--- src/esrt_pkg.sv ---
// Types and constants for the serial register transaction unit.
`timescale 1ns / 1ps

package esrt_pkg;

    typedef enum logic [1:0] {
        CMD_START_READ  = 2'd0,
        CMD_START_WRITE = 2'd1,
        CMD_RX_BYTE     = 2'd2,
        CMD_TICK        = 2'd3
    } command_t;

    typedef enum logic [1:0] {
        STS_OK       = 2'd0,
        STS_CSUM_ERR = 2'd1,
        STS_INVALID  = 2'd2,
        STS_TIMEOUT  = 2'd3
    } status_t;

    typedef enum logic {
        KIND_TX_BYTE = 1'b0,
        KIND_DONE    = 1'b1
    } kind_t;

    localparam int unsigned FRAME_LEN     = 5;
    localparam int unsigned CNT_W         = $clog2(FRAME_LEN + 1);
    localparam logic [7:0]  START_MARK    = 8'h80;
    localparam logic [5:0]  DEVICE_MASK   = 6'h3F;
    localparam logic [15:0] TIMEOUT_RESET = 16'd100;
    localparam logic [15:0] INVALID_VALUE = 16'hFFFF;
    localparam logic [15:0] TICK_MAX      = 16'hFFFF;
    localparam logic [1:0]  RX_DATA_BYTES = 2'd2;

    typedef struct packed {
        command_t    command;
        logic [5:0]  device_id;
        logic [7:0]  reg_addr;
        logic [15:0] write_value;
        logic [7:0]  rx_data;
    } req_t;

    typedef struct packed {
        kind_t       kind;
        logic [7:0]  tx_data;
        logic        last_byte;
        status_t     status;
        logic [15:0] read_value;
    } result_t;

    // Two's complement of the byte sum, modulo 256
    function automatic logic [7:0] neg_sum(input logic [7:0] sum);
        return 8'(~sum + 8'd1);
    endfunction

endpackage

--- src/esc_serial_register_transaction_unit.sv ---
// Top level: master side of a serial register link with additive checksum.
`timescale 1ns / 1ps

// Channel | Direction | Handshake              | Payload
// in      | request   | in_valid / in_ready    | in_data  (req_t)
// out     | result    | out_valid / out_ready  | out_data (result_t)
// cfg     | write     | cfg_valid / cfg_ready  | cfg_data (timeout limit, 16 bit)
//
// Ticks, received bytes and dropped requests load no frame; one request may
// follow in every cycle while the result buffer has room (in_ready high).
// A start request loads a five-byte frame into the result buffer, which then
// drains one byte per out handshake; the next request is taken as the last
// byte leaves.
// A stall on out holds the buffer and, while it holds any result, holds off in_ready.
// Reset (rst_n low, asynchronous) gives idle, an empty buffer and a timeout
// limit of 100 ticks; cfg_ready is always high.

module esc_serial_register_transaction_unit
    import esrt_pkg::*;
(
    input  logic        clk,
    input  logic        rst_n,

    input  logic        in_valid,
    output logic        in_ready,
    input  req_t        in_data,

    output logic        out_valid,
    input  logic        out_ready,
    output result_t     out_data,

    input  logic        cfg_valid,
    output logic        cfg_ready,
    input  logic [15:0] cfg_data
);

    // ---------------------------------------------------------------
    // Transaction state
    // ---------------------------------------------------------------
    logic [15:0] timeout_limit_reg;
    logic        busy_reg,       busy_next;
    logic [1:0]  rx_count_reg,   rx_count_next;
    logic [15:0] tick_count_reg, tick_count_next;
    logic [7:0]  rx_hi_reg,      rx_hi_next;    // first response byte
    logic [7:0]  rx_lo_reg,      rx_lo_next;    // second response byte

    // ---------------------------------------------------------------
    // Result buffer: a five-byte shift line for frames, or one
    // finished report. cnt_reg holds the results still to deliver.
    // ---------------------------------------------------------------
    logic [CNT_W-1:0] cnt_reg,    cnt_next;
    kind_t            kind_reg,   kind_next;
    status_t          status_reg, status_next;
    logic [15:0]      value_reg,  value_next;
    logic [7:0]       tx_shift_reg  [FRAME_LEN];
    logic [7:0]       tx_shift_next [FRAME_LEN];

    logic       in_fire;
    logic       out_fire;
    logic       load_frame;
    logic       load_done;
    logic [7:0] frame [FRAME_LEN];
    logic [15:0] tx_word;
    logic [7:0]  frame_sum;
    logic [7:0]  rx_csum;
    logic [15:0] rx_word;
    logic [15:0] tick_inc;
    status_t     done_status;
    logic [15:0] done_value;

    assign cfg_ready = 1'b1;

    // Room for new results once the buffer empties or its last entry leaves
    assign out_valid = (cnt_reg != '0);
    assign out_fire  = out_valid && out_ready;
    assign in_ready  = (cnt_reg == '0) || ((cnt_reg == CNT_W'(1)) && out_ready);
    assign in_fire   = in_valid && in_ready;

    // Outgoing frame
    assign tx_word   = (in_data.command == CMD_START_WRITE) ? in_data.write_value : 16'd0;
    assign frame[0]  = START_MARK | {2'b00, in_data.device_id & DEVICE_MASK};
    assign frame[1]  = in_data.reg_addr;
    assign frame[2]  = tx_word[15:8];
    assign frame[3]  = tx_word[7:0];
    assign frame_sum = frame[0] + frame[1] + frame[2] + frame[3];
    assign frame[4]  = neg_sum(frame_sum);

    // Response checks
    assign rx_word  = {rx_hi_reg, rx_lo_reg};
    assign rx_csum  = neg_sum(rx_hi_reg + rx_lo_reg);
    assign tick_inc = (tick_count_reg == TICK_MAX) ? tick_count_reg : tick_count_reg + 16'd1;

    always_comb
    begin
        busy_next       = busy_reg;
        rx_count_next   = rx_count_reg;
        tick_count_next = tick_count_reg;
        rx_hi_next      = rx_hi_reg;
        rx_lo_next      = rx_lo_reg;
        load_frame      = 1'b0;
        load_done       = 1'b0;
        done_status     = STS_OK;
        done_value      = 16'd0;

        if (in_fire)
        begin
            unique case (in_data.command) inside
                CMD_START_READ, CMD_START_WRITE:
                begin
                    if (!busy_reg)
                    begin
                        load_frame      = 1'b1;
                        busy_next       = 1'b1;
                        rx_count_next   = 2'd0;
                        tick_count_next = 16'd0;
                    end
                end
                CMD_RX_BYTE:
                begin
                    if (busy_reg)
                    begin
                        if (rx_count_reg < RX_DATA_BYTES)
                        begin
                            if (rx_count_reg[0])
                                rx_lo_next = in_data.rx_data;
                            else
                                rx_hi_next = in_data.rx_data;
                            rx_count_next = rx_count_reg + 2'd1;
                        end
                        else
                        begin
                            // Checksum byte: close the transaction
                            load_done       = 1'b1;
                            busy_next       = 1'b0;
                            rx_count_next   = 2'd0;
                            tick_count_next = 16'd0;
                            if (rx_csum != in_data.rx_data)
                                done_status = STS_CSUM_ERR;
                            else if (rx_word == INVALID_VALUE)
                                done_status = STS_INVALID;
                            else
                                done_value  = rx_word;
                        end
                    end
                end
                CMD_TICK:
                begin
                    if (busy_reg)
                    begin
                        if (tick_inc > timeout_limit_reg)
                        begin
                            load_done       = 1'b1;
                            done_status     = STS_TIMEOUT;
                            busy_next       = 1'b0;
                            rx_count_next   = 2'd0;
                            tick_count_next = 16'd0;
                        end
                        else
                            tick_count_next = tick_inc;
                    end
                end
                default: ;
            endcase
        end
    end

    // Result buffer next state: a load replaces whatever is leaving
    always_comb
    begin
        cnt_next    = cnt_reg;
        kind_next   = kind_reg;
        status_next = status_reg;
        value_next  = value_reg;
        for (int i = 0; i < FRAME_LEN; i++)
            tx_shift_next[i] = tx_shift_reg[i];

        if (out_fire)
        begin
            cnt_next = cnt_reg - CNT_W'(1);
            for (int i = 0; i < FRAME_LEN - 1; i++)
                tx_shift_next[i] = tx_shift_reg[i + 1];
            tx_shift_next[FRAME_LEN - 1] = 8'd0;
        end

        if (load_frame)
        begin
            cnt_next    = CNT_W'(FRAME_LEN);
            kind_next   = KIND_TX_BYTE;
            status_next = STS_OK;
            value_next  = 16'd0;
            for (int i = 0; i < FRAME_LEN; i++)
                tx_shift_next[i] = frame[i];
        end
        else if (load_done)
        begin
            cnt_next    = CNT_W'(1);
            kind_next   = KIND_DONE;
            status_next = done_status;
            value_next  = done_value;
        end
    end

    always_ff @(posedge clk or negedge rst_n)
    begin
        if (!rst_n)
        begin
            timeout_limit_reg <= TIMEOUT_RESET;
            busy_reg          <= 1'b0;
            rx_count_reg      <= 2'd0;
            tick_count_reg    <= 16'd0;
            cnt_reg           <= '0;
        end
        else
        begin
            if (cfg_valid && cfg_ready)
                timeout_limit_reg <= cfg_data;
            busy_reg       <= busy_next;
            rx_count_reg   <= rx_count_next;
            tick_count_reg <= tick_count_next;
            cnt_reg        <= cnt_next;
        end
    end

    // Payload registers, no reset
    always_ff @(posedge clk)
    begin
        rx_hi_reg  <= rx_hi_next;
        rx_lo_reg  <= rx_lo_next;
        kind_reg   <= kind_next;
        status_reg <= status_next;
        value_reg  <= value_next;
        for (int i = 0; i < FRAME_LEN; i++)
            tx_shift_reg[i] <= tx_shift_next[i];
    end

    // Fields not used by a result kind read as zero
    always_comb
    begin
        out_data.kind       = kind_reg;
        out_data.tx_data    = (kind_reg == KIND_TX_BYTE) ? tx_shift_reg[0] : 8'd0;
        out_data.last_byte  = (kind_reg == KIND_TX_BYTE) && (cnt_reg == CNT_W'(1));
        out_data.status     = (kind_reg == KIND_DONE) ? status_reg : STS_OK;
        out_data.read_value = (kind_reg == KIND_DONE) ? value_reg : 16'd0;
    end

    // ---------------------------------------------------------------
    // Assertions
    // ---------------------------------------------------------------
    a_no_overrun: assert property (@(posedge clk) disable iff (!rst_n)
        in_ready |-> (cnt_reg <= CNT_W'(1)))
        else $error("request taken while result buffer still full");

    a_start_loads_frame: assert property (@(posedge clk) disable iff (!rst_n)
        (in_fire && !busy_reg && ((in_data.command == CMD_START_READ) ||
                                  (in_data.command == CMD_START_WRITE)))
        |=> (busy_reg && (cnt_reg == CNT_W'(FRAME_LEN)) && (kind_reg == KIND_TX_BYTE)))
        else $error("start request did not load a full frame");

    a_end_reports: assert property (@(posedge clk) disable iff (!rst_n)
        $fell(busy_reg) |-> (out_valid && (kind_reg == KIND_DONE)))
        else $error("transaction ended without a finished report");

    a_idle_clear: assert property (@(posedge clk) disable iff (!rst_n)
        !busy_reg |-> ((rx_count_reg == 2'd0) && (tick_count_reg == 16'd0)))
        else $error("idle with response count or tick count set");

    a_rx_count_range: assert property (@(posedge clk) disable iff (!rst_n)
        rx_count_reg <= RX_DATA_BYTES)
        else $error("response byte count out of range");

endmodule
--- config.mk ---
export PLATFORM = sky130hd
export DESIGN_NAME = esc_serial_register_transaction_unit
export DESIGN_NICKNAME = d
export VERILOG_FILES = /design/src/esrt_pkg.sv /design/src/esc_serial_register_transaction_unit.sv
export SDC_FILE = /design/constraint.sdc
export NUM_CORES = 1
export LEC_CHECK = 0
export ABC_AREA = 1
export BUFFER_PORTS_ARGS = -buffer_cell sky130_fd_sc_hd__buf_2
export CAP_MARGIN = 20
export CORE_MARGIN = 8
export CORE_UTILIZATION = 30
export CTS_BUF_LIST = sky130_fd_sc_hd__clkbuf_8
export DETAILED_ROUTE_END_ITERATION = 16
export PLACE_DENSITY = 0.5
export SYNTH_ARGS = -nofsm -noshare
export SYNTH_HDL_FRONTEND = slang
export SYNTH_SLANG_ARGS = --single-unit
--- constraint.sdc ---
create_clock -name clk -period 4.7 [get_ports clk]
set_input_delay 0.47 -clock clk [delete_from_list [all_inputs] [get_ports clk]]
set_output_delay 0.47 -clock clk [all_outputs]
set_load 0.1 [all_outputs]
After elaboration in Yosys (flattened, before gate mapping)
Memories as Yosys holds them, arrays and structs flattened.
Cells that the tools add are included.
{ "word_totals": {"regBits": 73, "ramBits": 40, "out_inout_bits": 31, "n_memories": 1} }
{ "mem_list": {"columns": ["memory", "depth", "word_bits", "rd", "rd_ports_with_merged_regs", "wr", "line", "rtl"], "rows": [
  ["tx_shift_reg", 5, 8, 5, 0, 5, "esc_serial_register_transaction_unit.sv:55", "logic [7:0] tx_shift_reg [FRAME_LEN];"]
]} }
{ "op_classes": {"add_sub_neg": 9, "order_cmp": 2, "n_eq_ne": 12, "mux": 50, "bitwise_logic": 4, "reduce_logical": 16} }
{ "op_table": {"columns": ["cell", "count"], "rows": [
  ["$mux W16", 14],
  ["$mux W40", 2],
  ["$pmux W16 S3", 1],
  ["$add A8 B8 Y8", 4],
  ["$eq A16 B16 Y1 const B", 2],
  ["$mux W2", 13],
  ["$add A16 B1 Y16 const B", 1],
  ["$add A8 B1 Y8 const B", 2],
  ["$gt A16 B16 Y1", 1],
  ["$not A8 Y8", 2],
  ["$mux W1", 12],
  ["$reduce_and A6 Y1", 2],
  ["$reduce_and A5 Y1", 2],
  ["$mux W3", 3],
  ["$reduce_bool A3 Y1", 3],
  ["$mux W8", 1],
  ["$ne A2 B2 Y1 const B", 4],
  ["$ne A8 B8 Y1", 1],
  ["$pmux W2 S3", 1],
  ["$eq A2 B2 Y1 const B", 2],
  ["$logic_and A1 B1 Y1", 4],
  ["$pmux W2 S2", 1],
  ["$eq A3 B1 Y1 const B", 1],
  ["$logic_not A3 Y1", 1],
  ["other kinds (12)", 13]
]} }

Depth between registers and ports, before layout
Gate-level depths: netlist of the first run.
{ "logic_depth": {"word_depth": 9, "mapped_depth": 26, "ltp_nobuf": 25} }

Least setup slack after synthesis of the first run
OpenSTA, ideal clock, no wires.
{ "synth_timing": {"path_type": "flip-flop to flip-flop", "from": "register cnt_reg[0] (netlist name)", "to": "memory tx_shift_reg[0][0] (enable)", "setup_time_ns": 0.517, "arrival_ns": 3.844, "t_required_ns": 4.183, "slack_ns": 0.338, "stages_incl_launch_ff": 11, "n_path_buf": 2, "path_cell_list": "dfrtp_1 inv_1 ha_1 nand2_1 nand2_1 nand2_1 inv_1 nand3_2 clkbuf_1 clkbuf_1 nand2_1"} }
{ "synth_rtl": {"columns": ["item", "line"], "rows": [
  ["end: declaration", "esc_serial_register_transaction_unit.sv:55"]
]} }

Worst setup path after layout of the first run
{ "layout_timing": {"from": "register tick_count_reg[1]", "to": "register cnt_reg[0]"} }
{ "layout_via": {"elab_chain_len": 9, "elab_cells_between_ends": 11, "classes_between": "add/sub: 1; order compare: 1; eq/ne: 1; mux: 7; reduce/logical: 1"} }
{ "layout_lines": {"columns": ["item", "line", "rtl"], "rows": [
  ["start: declaration", "esc_serial_register_transaction_unit.sv:43", "logic [15:0] tick_count_reg, tick_count_next;"],
  ["start signal: assignment", "esc_serial_register_transaction_unit.sv:219", "tick_count_reg <= tick_count_next;"],
  ["$add A16 B1 Y16 / $eq A16 B16 Y1 (equally long branches)", "esc_serial_register_transaction_unit.sv:91", "assign tick_inc = (tick_count_reg == TICK_MAX) ? tick_count_reg : tick_count_reg + 16'd1;"],
  ["$mux W16 (*)", "esc_serial_register_transaction_unit.sv:91", null],
  ["$gt A16 B16 Y1 (*)", "esc_serial_register_transaction_unit.sv:150", "if (tick_inc > timeout_limit_reg)"],
  ["$mux W1 (*)", "esc_serial_register_transaction_unit.sv:150", null],
  ["$mux W1 (*)", "esc_serial_register_transaction_unit.sv:148", "if (busy_reg)"],
  ["$pmux W1 S2 (*)", "esc_serial_register_transaction_unit.sv:107", "unique case (in_data.command) inside"],
  ["$mux W1 (*)", "esc_serial_register_transaction_unit.sv:105", "if (in_fire)"],
  ["$mux W3", "esc_serial_register_transaction_unit.sv:194", "else if (load_done)"],
  ["$mux W3", "esc_serial_register_transaction_unit.sv:185", "if (load_frame)"],
  ["end signal: assignment", "esc_serial_register_transaction_unit.sv:220", "cnt_reg <= cnt_next;"],
  ["end: declaration", "esc_serial_register_transaction_unit.sv:51", "logic [CNT_W-1:0] cnt_reg, cnt_next;"]
]} }
Mark *: on every way between the ends. The rest lies on a longest branch, timed or not.
A chain may end at the register's enable or synchronous reset.

==> metrics.cfg, run 1 <==
[outcome]
status = finished, final reports clean

[drt]
wl_per_cell_um = 13.3
dr.pass1.iters = 4
antenna_left = 0
drt_wl_total_mm = 17.4
vias_per_cell = 4.37
via_count = 5726
drt_iter0_markers = 422
drc = 0

[worst_hold_path]
worstHoldPathType = input port to asynchronous set/reset pin

[cells_and_area]
layout.cells.non_filler = 1309
nets = 1089
fillers = 2486
final_cell_mix = nand2_1, inv_1, buf_2
area_growth_pct = 16.7
finish.utilization_pct = 35.4
drive_above_1_share_pct = 17.1
insertedDiodeCount = 0
largest_reg_flops = 40
final_common_cell = nand2_1

[clocking]
htree_levels = 4
clockRootBuffer = clkbuf_8
tritoncts = built
cts.clk_slew.worst_paths_ns = 0.07
cts_repair_resize_count = 0
clock_sinks = 113
cts_buffers = 17
postCtsSetupRepairBufs = 0
insertion_delay_ns = 0.43
clk_path_buf_depth = 2
cts.hold.buffers_added = 0

[place]
gp_congestion = 0.796
port_buffers = 90
hpwl_mm = 13.6
dp_cells = 1277

[worst_setup_path]
crit_fanout = 18
regToRegStartpoint = tick_count_reg[1]$_DFFE_PN0P_
required_ns = 5.00
r2r_setup_slack_ns = 1.02
cp-end-kind = flip-flop
r2r_end = cnt_reg[0]$_DFFE_PN0P_
r2r_cells = 24
worstSetupPathType = flip-flop to flip-flop
crit_arrival_ns = 3.97
cp-start-kind = flip-flop

[timing]
fin_crit_ns = 3.68
relSlewSlack_pct = 40.8
max_freq_ghz = 0.272
tns_ns = 0
final_hold_viol_count = 0
fin_skew_ns = 0.0132
rsz0062_at_grt = no
fin_crit_sh_pct = 78.2
finalSetupViolations = 0
slew_viol_final = 0
worst_hold_slack_ns = 0.158
worst_pin_slew_ns = 0.888

[yosys]
syn-num-nets = 1002
ys_dominant_reg_cell = edfxtp_1
synth_top_family_by_area = simple AND/OR/NAND/NOR gates
async_flop_share_pct = 33.6
syn_inst = 890
synth_compound_area_share_pct = 7.73
synth_seq_cells = 113
synthAdderAreaFrac_pct = 10.5
yosys.cell_types.count = 44
synth-simple-area-share_pct = 27.1
synthTopCellsByArea = edfxtp_1, nand2_1, dfrtp_1
synth_mux_area_share_pct = 0.159
yosys_warnings = 0
synth_area_mm2 = 0.00708
ys_seq_area_share_pct = 42.4
synth_xor_area_share_pct = 2.60
synth_edf_count = 54
synth_top_area_share_pct = 22.9
yosys.area.top_type = edfxtp_1
postSynthAreaPerCell_um2 = 7.95

[floorplanning]
fp.dieArea_mm2 = 0.0288
start_util_pct = 30.3
die_x_um = 170
design.core.area_mm2 = 0.0233
die_y_um = 170
row_count = 56
io_pins = 92

[power]
leakage_nw = 4.14
sequentialPowerShare_pct = 37.0
swShare_pct = 40.6
power_per_cell_area_mw_per_mm2 = 450
clock_power_share_pct = 26.5
internal_power_mw = 2.21
finalPower_mw = 3.72
p_comb_share_pct = 36.5
ir_drop_mv = 0.239
switchingPower_mw = 1.51

[global_route]
gr-total-overflow = 0
grt_max_degree = 39
antenna_found_initial = 2
grt_pass1_wl_mm = 29.0
grtUsageTotal_pct = 12.6
grt_pass1_vias = 5675

[run]
max_cap_violations = 0

cells by family after synthesis:
logic type | count (synthesis)
DFF | 113
and+or+nand+nor | 427
other | 1
buffers and inverters | 170
adders and majority gates | 51
muxes | 1
xor gates and xnor gates | 21
AOI/OAI and AO/OA | 106
critical path, cell delays in order (launching register included):
cell and delay [ns]:
dfrtp_1 0.38, ha_1 0.18, nand2_1 0.07, nor2_1 0.08, nand3_1 0.12, nor2_1 0.17, nand2_1 0.13, nor3_2 0.25
nand2_1 0.15, nand2_1 0.09, nor2_1 0.04, a21oi_1 0.16, ha_1 0.27, a21oi_1 0.13, o21ai_0 0.09, nand2_1 0.06
nand2_1 0.04, nand2_1 0.05, nand2_1 0.04, nand2_1 0.15, nand2_1 0.17, nand3_1 0.22, nand2_1 0.09, inv_2 0.27
o21ai_0 0.14
area by class of cell:
type,instances,area [um^2],area share (%)
sequential,113,3000,36.3
multi-input combinational,607,3410,41.3
inverter,144,543,6.58
timing repair buffer,94,480,5.82
clock buffer,20,275,3.33
clock inverter,12,154,1.86
tap,319,399,4.83
per-stage QoR:
stage | instance area (um^2) | setup slack (ns)
after detailed placement | 7830 | 0.647
after floorplan | 7080 | 0.338
after global placement | 7830 | 0.690
after CTS | 8260 | 0.989
after global routing | 8260 | 0.518
final | 8260 | 1.02
synthesized netlist by cell type (6+ instances only):
library cell / n
nor3b_1: 9
nand3_1: 71
a21oi_1: 31
xnor2_1: 6
nand2_1: 241
nor3_1: 14
fa_1: 14
xor2_1: 15
dfxtp_1: 21
inv_1: 138
nand4_1: 6
nand2_2: 17
edfxtp_1: 54
o21ai_0: 66
dfrtp_1: 35
nor2_1: 45
clkbuf_1: 17
ha_1: 37
worst max path at each step:
stage,start,endpoint
2_1_floorplan,cnt_reg[0]$_DFFE_PN0P_,tx_shift_reg[0][0]$_DFFE_PP_
3_3_place_gp,in_data[38],tx_shift_reg[0][39]$_DFFE_PP_
3_5_place_dp,in_data[38],tx_shift_reg[0][39]$_DFFE_PP_
4_1_cts,tick_count_reg[1]$_DFFE_PN0P_,cnt_reg[0]$_DFFE_PN0P_
5_1_grt,tick_count_reg[0]$_DFFE_PN0P_,cnt_reg[0]$_DFFE_PN0P_
6_report,tick_count_reg[1]$_DFFE_PN0P_,cnt_reg[0]$_DFFE_PN0P_
routing by layer:
metal  vias to the layer above  GRT usage [%]  wire, um
met5                         -              0        21
met4                         4           3.35       133
met3                        12           3.26       629
met2                        66           19.6      7900
met1                      2613           17.2      8680
li1                       3031              -         -
power by group through the flow:
stage          Clock [mW]  Combinational [mW]  Sequential (mW)
2_1_floorplan           0                1.09             1.36
3_3_place_gp            0                1.37             1.39
3_5_place_dp            0                1.37             1.40
4_1_cts              1.02                1.38             1.38
5_1_grt              1.06                1.54             1.41
6_report            0.986                1.36             1.38
Power figures use the tool's default switching activity.
==> inputs of run 2 (changes only) <==
ABC_AREA = 0   (was 1)
clock period = 3.45 ns   (was 4.7 ns; I/O delays follow)
==> run 2 against run 1 <==
Compared with the run above: the run now ends with setup timing left; hold slack worse by 0.13 ns; non-clock buffer count increased by 71; die area is 3.6% lower; clock skew is essentially flat; count of clock-buffer cells in the layout shrank 2; flip-flop and latch count unchanged; global-route usage grew 0.64 points; combinational power grew 25%; sequential power increased by 33%; critical path type unchanged; critical endpoint is now value_reg[13]$_SDFFE_PP0P_; largest cell class unchanged.
==> metrics.cfg, run 2 <==
[yosys]
synth_seq_cells = 113
synth_area_mm2 = 0.00679
yosys.area.top_type = edfxtp_1
synth_most_common_cell = nand2_1
synth_edf_count = 54
yosys_warnings = 0
postSynthAreaPerCell_um2 = 9.74
syn_inst = 697
syn-num-nets = 809
yosys-top-cells-count = nand2_1, edfxtp_1, nand3_1
ys_dominant_reg_cell = edfxtp_1
ys_seq_area_share_pct = 44.1
synth_top_area_share_pct = 23.9
async_flop_share_pct = 33.6
synthTopCellsByArea = edfxtp_1, dfrtp_1, ha_1
yosys.cell_types.count = 70

[floorplanning]
design.core.area_mm2 = 0.0224
start_util_pct = 30.3
row_count = 55
die_x_um = 166
fp.dieArea_mm2 = 0.0277
io_pins = 92
die_y_um = 166

[worst_setup_path]
slowest_stage = or4_4
cp.depth = 18
crit_arrival_ns = 4.38
cp-start-kind = flip-flop
r2r_cells = 18
worstSetupPathType = flip-flop to flip-flop
r2r_setup_slack_ns = -0.60
crit_path_cell_trace = ha_2, nand2_2, or4_4, or3_4, nand3_4, buf_6, nor3_4, xor2_2, ha_1, nand2_2, or4_4, a21oi_2, a211oi_2, o211ai_2, and3b_2, nor2_4, clkbuf_16, a32o_2
crit_fanout = 8
required_ns = 3.79
regToRegStartpoint = tick_count_reg[1]$_DFFE_PN0P_
crit_family = simple AND/OR/NAND/NOR gates
r2r_end = value_reg[13]$_SDFFE_PP0P_
slowest_delay_ns = 0.52
cp-end-kind = flip-flop
critical_path_buf_inv_count = 2

[drt]
dr.pass1.iters = 5
drt_wl_total_mm = 18.1
drc = 0
via_count = 5482
antenna_left = 0
wl_per_cell_um = 15.8
drt_iter0_markers = 268
vias_per_cell = 4.80

[cells_and_area]
nets = 957
layout.cells.non_filler = 1143
drive_above_1_share_pct = 32.2
insertedDiodeCount = 0
largest_reg_flops = 40
final_common_cell = buf_2
area_growth_pct = 30.4
final_cell_mix = buf_2, nand2_1, buf_4
fillers = 2267

[clocking]
clk_path_buf_depth = 2
tritoncts = built
cts_buffers = 17
clockRootBuffer = clkbuf_8
cts.hold.buffers_added = 0
insertion_delay_ns = 0.45
htree_levels = 4
cts.clk_slew.worst_paths_ns = 0.08
clock_sinks = 113

[power]
swShare_pct = 39.1
p_comb_share_pct = 34.1
switchingPower_mw = 1.95
internal_power_mw = 3.03
leakage_nw = 4.13
sequentialPowerShare_pct = 36.9
ir_drop_mv = 0.335
clock_power_share_pct = 29.0
power_per_cell_area_mw_per_mm2 = 562

[outcome]
status = finished with violations
violations = setup timing

[timing]
rsz0062_at_grt = yes
max_freq_ghz = 0.247
fin_skew_ns = 0.0129
final_hold_viol_count = 0
finalSetupViolations = 41
fin_crit_ns = 4.05
fin_crit_sh_pct = 117
relSlewSlack_pct = 39.7
slew_viol_final = 0
worst_slack_ns = -0.597
worst_pin_slew_ns = 0.903

[place]
port_buffers = 90
dp_slack_ns = -0.706
hpwl_mm = 13.2
gp_congestion = 0.834
dp_cells = 1101

[global_route]
grt_pass1_wl_mm = 29.8
grtUsageTotal_pct = 13.3
grt_max_degree = 53
gr-total-overflow = 0
antenna_found_initial = 0
grt_pass1_vias = 5789

[worst_hold_path]
worstHoldPathType = input port to asynchronous set/reset pin

[run]
max_cap_violations = 0

## run 2: cell types whose count changed in the layout (fill, tap and decap cells not counted), moves of 15 or more
cell,change
nand3_1,-28
o21ai_0,-38
inv_1,-95
buf_4,+64
nand2_2,-15
nand2_1,-154
and2_1,+31
## run 2: per-stage QoR
| step | TNS, ns | cell area, um^2 | util [%] | power, mW | hold slack [ns] |
|---|---|---|---|---|---|
| 6_report | -19.21 | 8860 | 39.5 | 4.98 | 0.0249 |
| 5_1_grt | -25.40 | 8860 | 39.5 | 5.28 | 0.0734 |
| 4_1_cts | -19.52 | 8640 | 38.5 | 5.02 | 0.0334 |
| 3_5_place_dp | -23.92 | 8020 | 35.7 | 3.53 | 0.444 |
| 3_3_place_gp | -20.00 | 8020 | 35.7 | 3.52 | 0.443 |
| 2_1_floorplan | -21.17 | 6920 | - | 3.09 | 0.0494 |
## run 2: cell families after synthesis
group                    after synthesis  share of synthesized area, %
AND/OR/NAND/NOR                      281                          20.4
buffers and inverters                 79                          5.03
adder cells (fa/ha/maj)               51                          10.9
flip-flops                           113                          44.1
AO/OA/AOI/OAI                        128                          13.2
other                                  1                        0.0552
multiplexers                           3                         0.479
XOR/XNOR                              41                          5.71
## run 2: final cells by class
type                       instances  area, um^2  area share (%)
timing repair buffer             165        1080            12.2
clock inverter                    14         200            2.26
clock buffer                      18         248            2.80
sequential                       113        3000            33.8
tap                              285         357            4.03
inverter                          43         161            1.82
multi-input combinational        505        3810            43.0
## run 2: worst max-delay path by stage
stage                                       start                       endpoint
floorplan           tick_count_reg[0]$_DFFE_PN0P_     value_reg[10]$_SDFFE_PP0P_
global placement    tick_count_reg[1]$_DFFE_PN0P_  tick_count_reg[5]$_DFFE_PN0P_
detailed placement  tick_count_reg[1]$_DFFE_PN0P_     status_reg[1]$_SDFFE_PP0P_
CTS                 tick_count_reg[1]$_DFFE_PN0P_      value_reg[7]$_SDFFE_PP0P_
global route        tick_count_reg[1]$_DFFE_PN0P_     value_reg[13]$_SDFFE_PP0P_
finish              tick_count_reg[1]$_DFFE_PN0P_     value_reg[13]$_SDFFE_PP0P_
## run 2: worst reg2reg max path, cell delays in order (launching register included)
cell and delay (ns):
dfrtp_1 0.36, ha_2 0.19, nand2_2 0.07, or4_4 0.52, or3_4 0.38, nand3_4 0.10
buf_6 0.11, nor3_4 0.03, xor2_2 0.15, ha_1 0.29, nand2_2 0.06, or4_4 0.52
a21oi_2 0.13, a211oi_2 0.06, o211ai_2 0.24, and3b_2 0.27, nor2_4 0.07, clkbuf_16 0.19
a32o_2 0.21
## run 2: repair_timing
item                       CTS  global route
resized for setup           32            28
setup endpoints to repair   41            42
pin swaps                    8            12
buffers inserted             6             2
gates cloned                 0             2
## run 2: metal layers
metal	share of wire, %	up-vias	track usage, %
li1	-	2741	-
met1	47	2596	17.0
met2	48	122	21.8
met3	3.6	23	2.86
met4	1.9	0	4.66
met5	0	-	0
## run 2: power by group through the flow
stage                     Sequential, mW  Clock (mW)  Combinational, mW
final                               1.84        1.44               1.70
after global routing                1.87        1.55               1.86
after CTS                           1.84        1.48               1.70
after detailed placement            1.87           0               1.66
after global placement              1.87           0               1.66
after floorplan                     1.81           0               1.27
==> inputs of run 3 (changes only) <==
PLACE_DENSITY = 0.52   (was 0.5)
SKIP_LAST_GASP = 1   (was unset)
clock period = 3.5 ns   (was 3.45 ns; I/O delays follow)
==> run 3 against run 2 <==
Compared with the run above: the run still ends with setup timing left; flip-flop and latch count unchanged; critical path depth unchanged; sequential share of layout area increased by 0.32 points; die area unchanged; largest power group unchanged.
==> metrics.cfg, run 3 (same netlist as run 2, synthesis figures left out) <==
[timing]
finalSetupViolations = 41
fin_crit_sh_pct = 115
worst_hold_slack_ns = 0.0648
fin_crit_ns = 4.03
relSlewSlack_pct = 37.3
max_freq_ghz = 0.248
fin_skew_ns = 0.0222
rsz0062_at_grt = yes
worst_pin_slew_ns = 0.940
final_hold_viol_count = 0
slew_viol_final = 0
worst_slack_ns = -0.532

[global_route]
antenna_found_initial = 0
grt_pass1_wl_mm = 29.4
grt_pass1_vias = 5710
grtUsageTotal_pct = 12.9
grt_max_degree = 53
gr-total-overflow = 0

[worst_setup_path]
required_ns = 3.82
crit_path_cell_trace = ha_2, nand2_2, or4_4, or3_4, nand2b_4, nor3_4, xor2_1, ha_1, buf_6, nand2_4, or4_4, a21oi_2, a211oi_2, o211ai_2, and3b_2, nor2_4, buf_12, a32o_2
cp-end-kind = flip-flop
slowest_delay_ns = 0.52
crit_family = simple AND/OR/NAND/NOR gates
crit_path_frequent_cell = or4_4
critical_path_buf_inv_count = 2
worstSetupPathType = flip-flop to flip-flop
cp-start-kind = flip-flop
crit_arrival_ns = 4.35
crit_fanout = 17
slowest_stage = or4_4

[clocking]
clockRootBuffer = clkbuf_8
clock_sinks = 113
cts_buffers = 17
cts.hold.buffers_added = 0
tritoncts = built
clk_path_buf_depth = 2
insertion_delay_ns = 0.44
htree_levels = 4
cts.clk_slew.worst_paths_ns = 0.07

[cells_and_area]
largest_reg_flops = 40
insertedDiodeCount = 0
fillers = 2262
drive_above_1_share_pct = 31.8
final_cell_area_mm2 = 0.00877
final_common_cell = buf_2
finish.utilization_pct = 39.1
area_growth_pct = 29.2
nets = 967
final_cell_mix = buf_2, nand2_1, buf_4

[floorplanning]
fp.dieArea_mm2 = 0.0277
row_count = 55
design.core.area_mm2 = 0.0224
die_x_um = 166
io_pins = 92
start_util_pct = 30.3
die_y_um = 166

[run]
max_cap_violations = 0

[drt]
dr.pass1.iters = 4
antenna_left = 0
drt_iter0_markers = 296
drc = 0
drt_wl_total_mm = 17.9
vias_per_cell = 4.77
wl_per_cell_um = 15.5
via_count = 5499

[place]
hpwl_mm = 13.0
placed_area_mm2 = 0.00802
gp_congestion = 0.814
port_buffers = 90

[power]
leakage_nw = 4.05
finalPower_mw = 4.68
power_per_cell_area_mw_per_mm2 = 534
ir_drop_mv = 0.332

[outcome]
status = finished with violations
violations = setup timing

[worst_hold_path]
worstHoldPathType = input port to asynchronous set/reset pin

## run 3: changes by cell type in the layout (fill, tap and decap cells not counted), moves of 3 or more
cell       previous run  this run
buf_6                 3         7
inv_1                43        46
inv_6                 6         0
bufinv_16             4         1
o31ai_2               4         1
clkinv_2              0         4
buf_4                68        74
## run 3: path summary, 6_finish.rpt
path                                               start                                 to  slack, ns  cells past startpoint
max                        tick_count_reg[1]$_DFFE_PN0P_         value_reg[10]$_SDFFE_PP0P_      -0.53                     18
max in group asynchronous                          rst_n               busy_reg$_DFFE_PN0P_       2.84                      1
max reg2reg                tick_count_reg[1]$_DFFE_PN0P_         value_reg[10]$_SDFFE_PP0P_      -0.53                     18
min in group clk                            cfg_data[15]  timeout_limit_reg[15]$_DFFE_PN0P_       0.13                      3
min                                                rst_n   timeout_limit_reg[8]$_DFFE_PN0P_       0.06                      1
min reg2reg                    value_reg[6]$_SDFFE_PP0P_          value_reg[6]$_SDFFE_PP0P_       0.46                      1
## run 3: what timing repair did
action                     in CTS  in global routing
gates cloned                    1                  0
setup endpoints to repair      41                 41
resized for setup              39                 19
pin swaps                      14                  9
buffers inserted               12                 10
## run 3: report_power, final
part / switching, mW / leakage, nW / total, mW / internal [mW]
Sequential: 0.128 / 1.18 / 1.80 / 1.67
Combinational: 1.19 / 2.68 / 1.73 / 0.540
Clock: 0.564 / 0.192 / 1.15 / 0.586
## run 3: metal layers
layer	routed length (um)	vias up	track usage (%)
met1	8660	2602	16.7
met2	8170	107	21.0
met4	399	0	4.78
met3	667	28	2.77
met5	0	-	0
li1	-	2762	-
## run 3: worst reg2reg max path: stages (launching register included)
cell	delay, ns
dfrtp_1	0.36
ha_2	0.19
nand2_2	0.06
or4_4	0.51
or3_4	0.37
nand2b_4	0.11
nor3_4	0.05
xor2_1	0.17
ha_1	0.32
buf_6	0.10
nand2_4	0.04
or4_4	0.52
a21oi_2	0.14
a211oi_2	0.06
o211ai_2	0.23
and3b_2	0.27
nor2_4	0.05
buf_12	0.16
a32o_2	0.22
## run 3: area by class of cell
type                            instances  area [um^2]  area share (%)
Multi-Input combinational cell        505         3750            42.7
Inverter                               43          161            1.84
Tap cell                              285          357            4.06
Clock inverter                         13         96.3            1.10
Clock buffer                           19          262            2.98
Timing Repair Buffer                  175         1150            13.2
Sequential cell                       113         3000            34.2
## run 3: per-stage QoR
step           std cells  setup slack (ns)  setup TNS (ns)
6_report            1153            -0.532          -17.76
5_1_grt             1153            -0.687          -24.37
4_1_cts             1144            -0.515          -17.40
3_5_place_dp        1100            -0.632          -21.47
3_3_place_gp        1100            -0.494          -16.19
2_1_floorplan        697            -0.669          -19.09
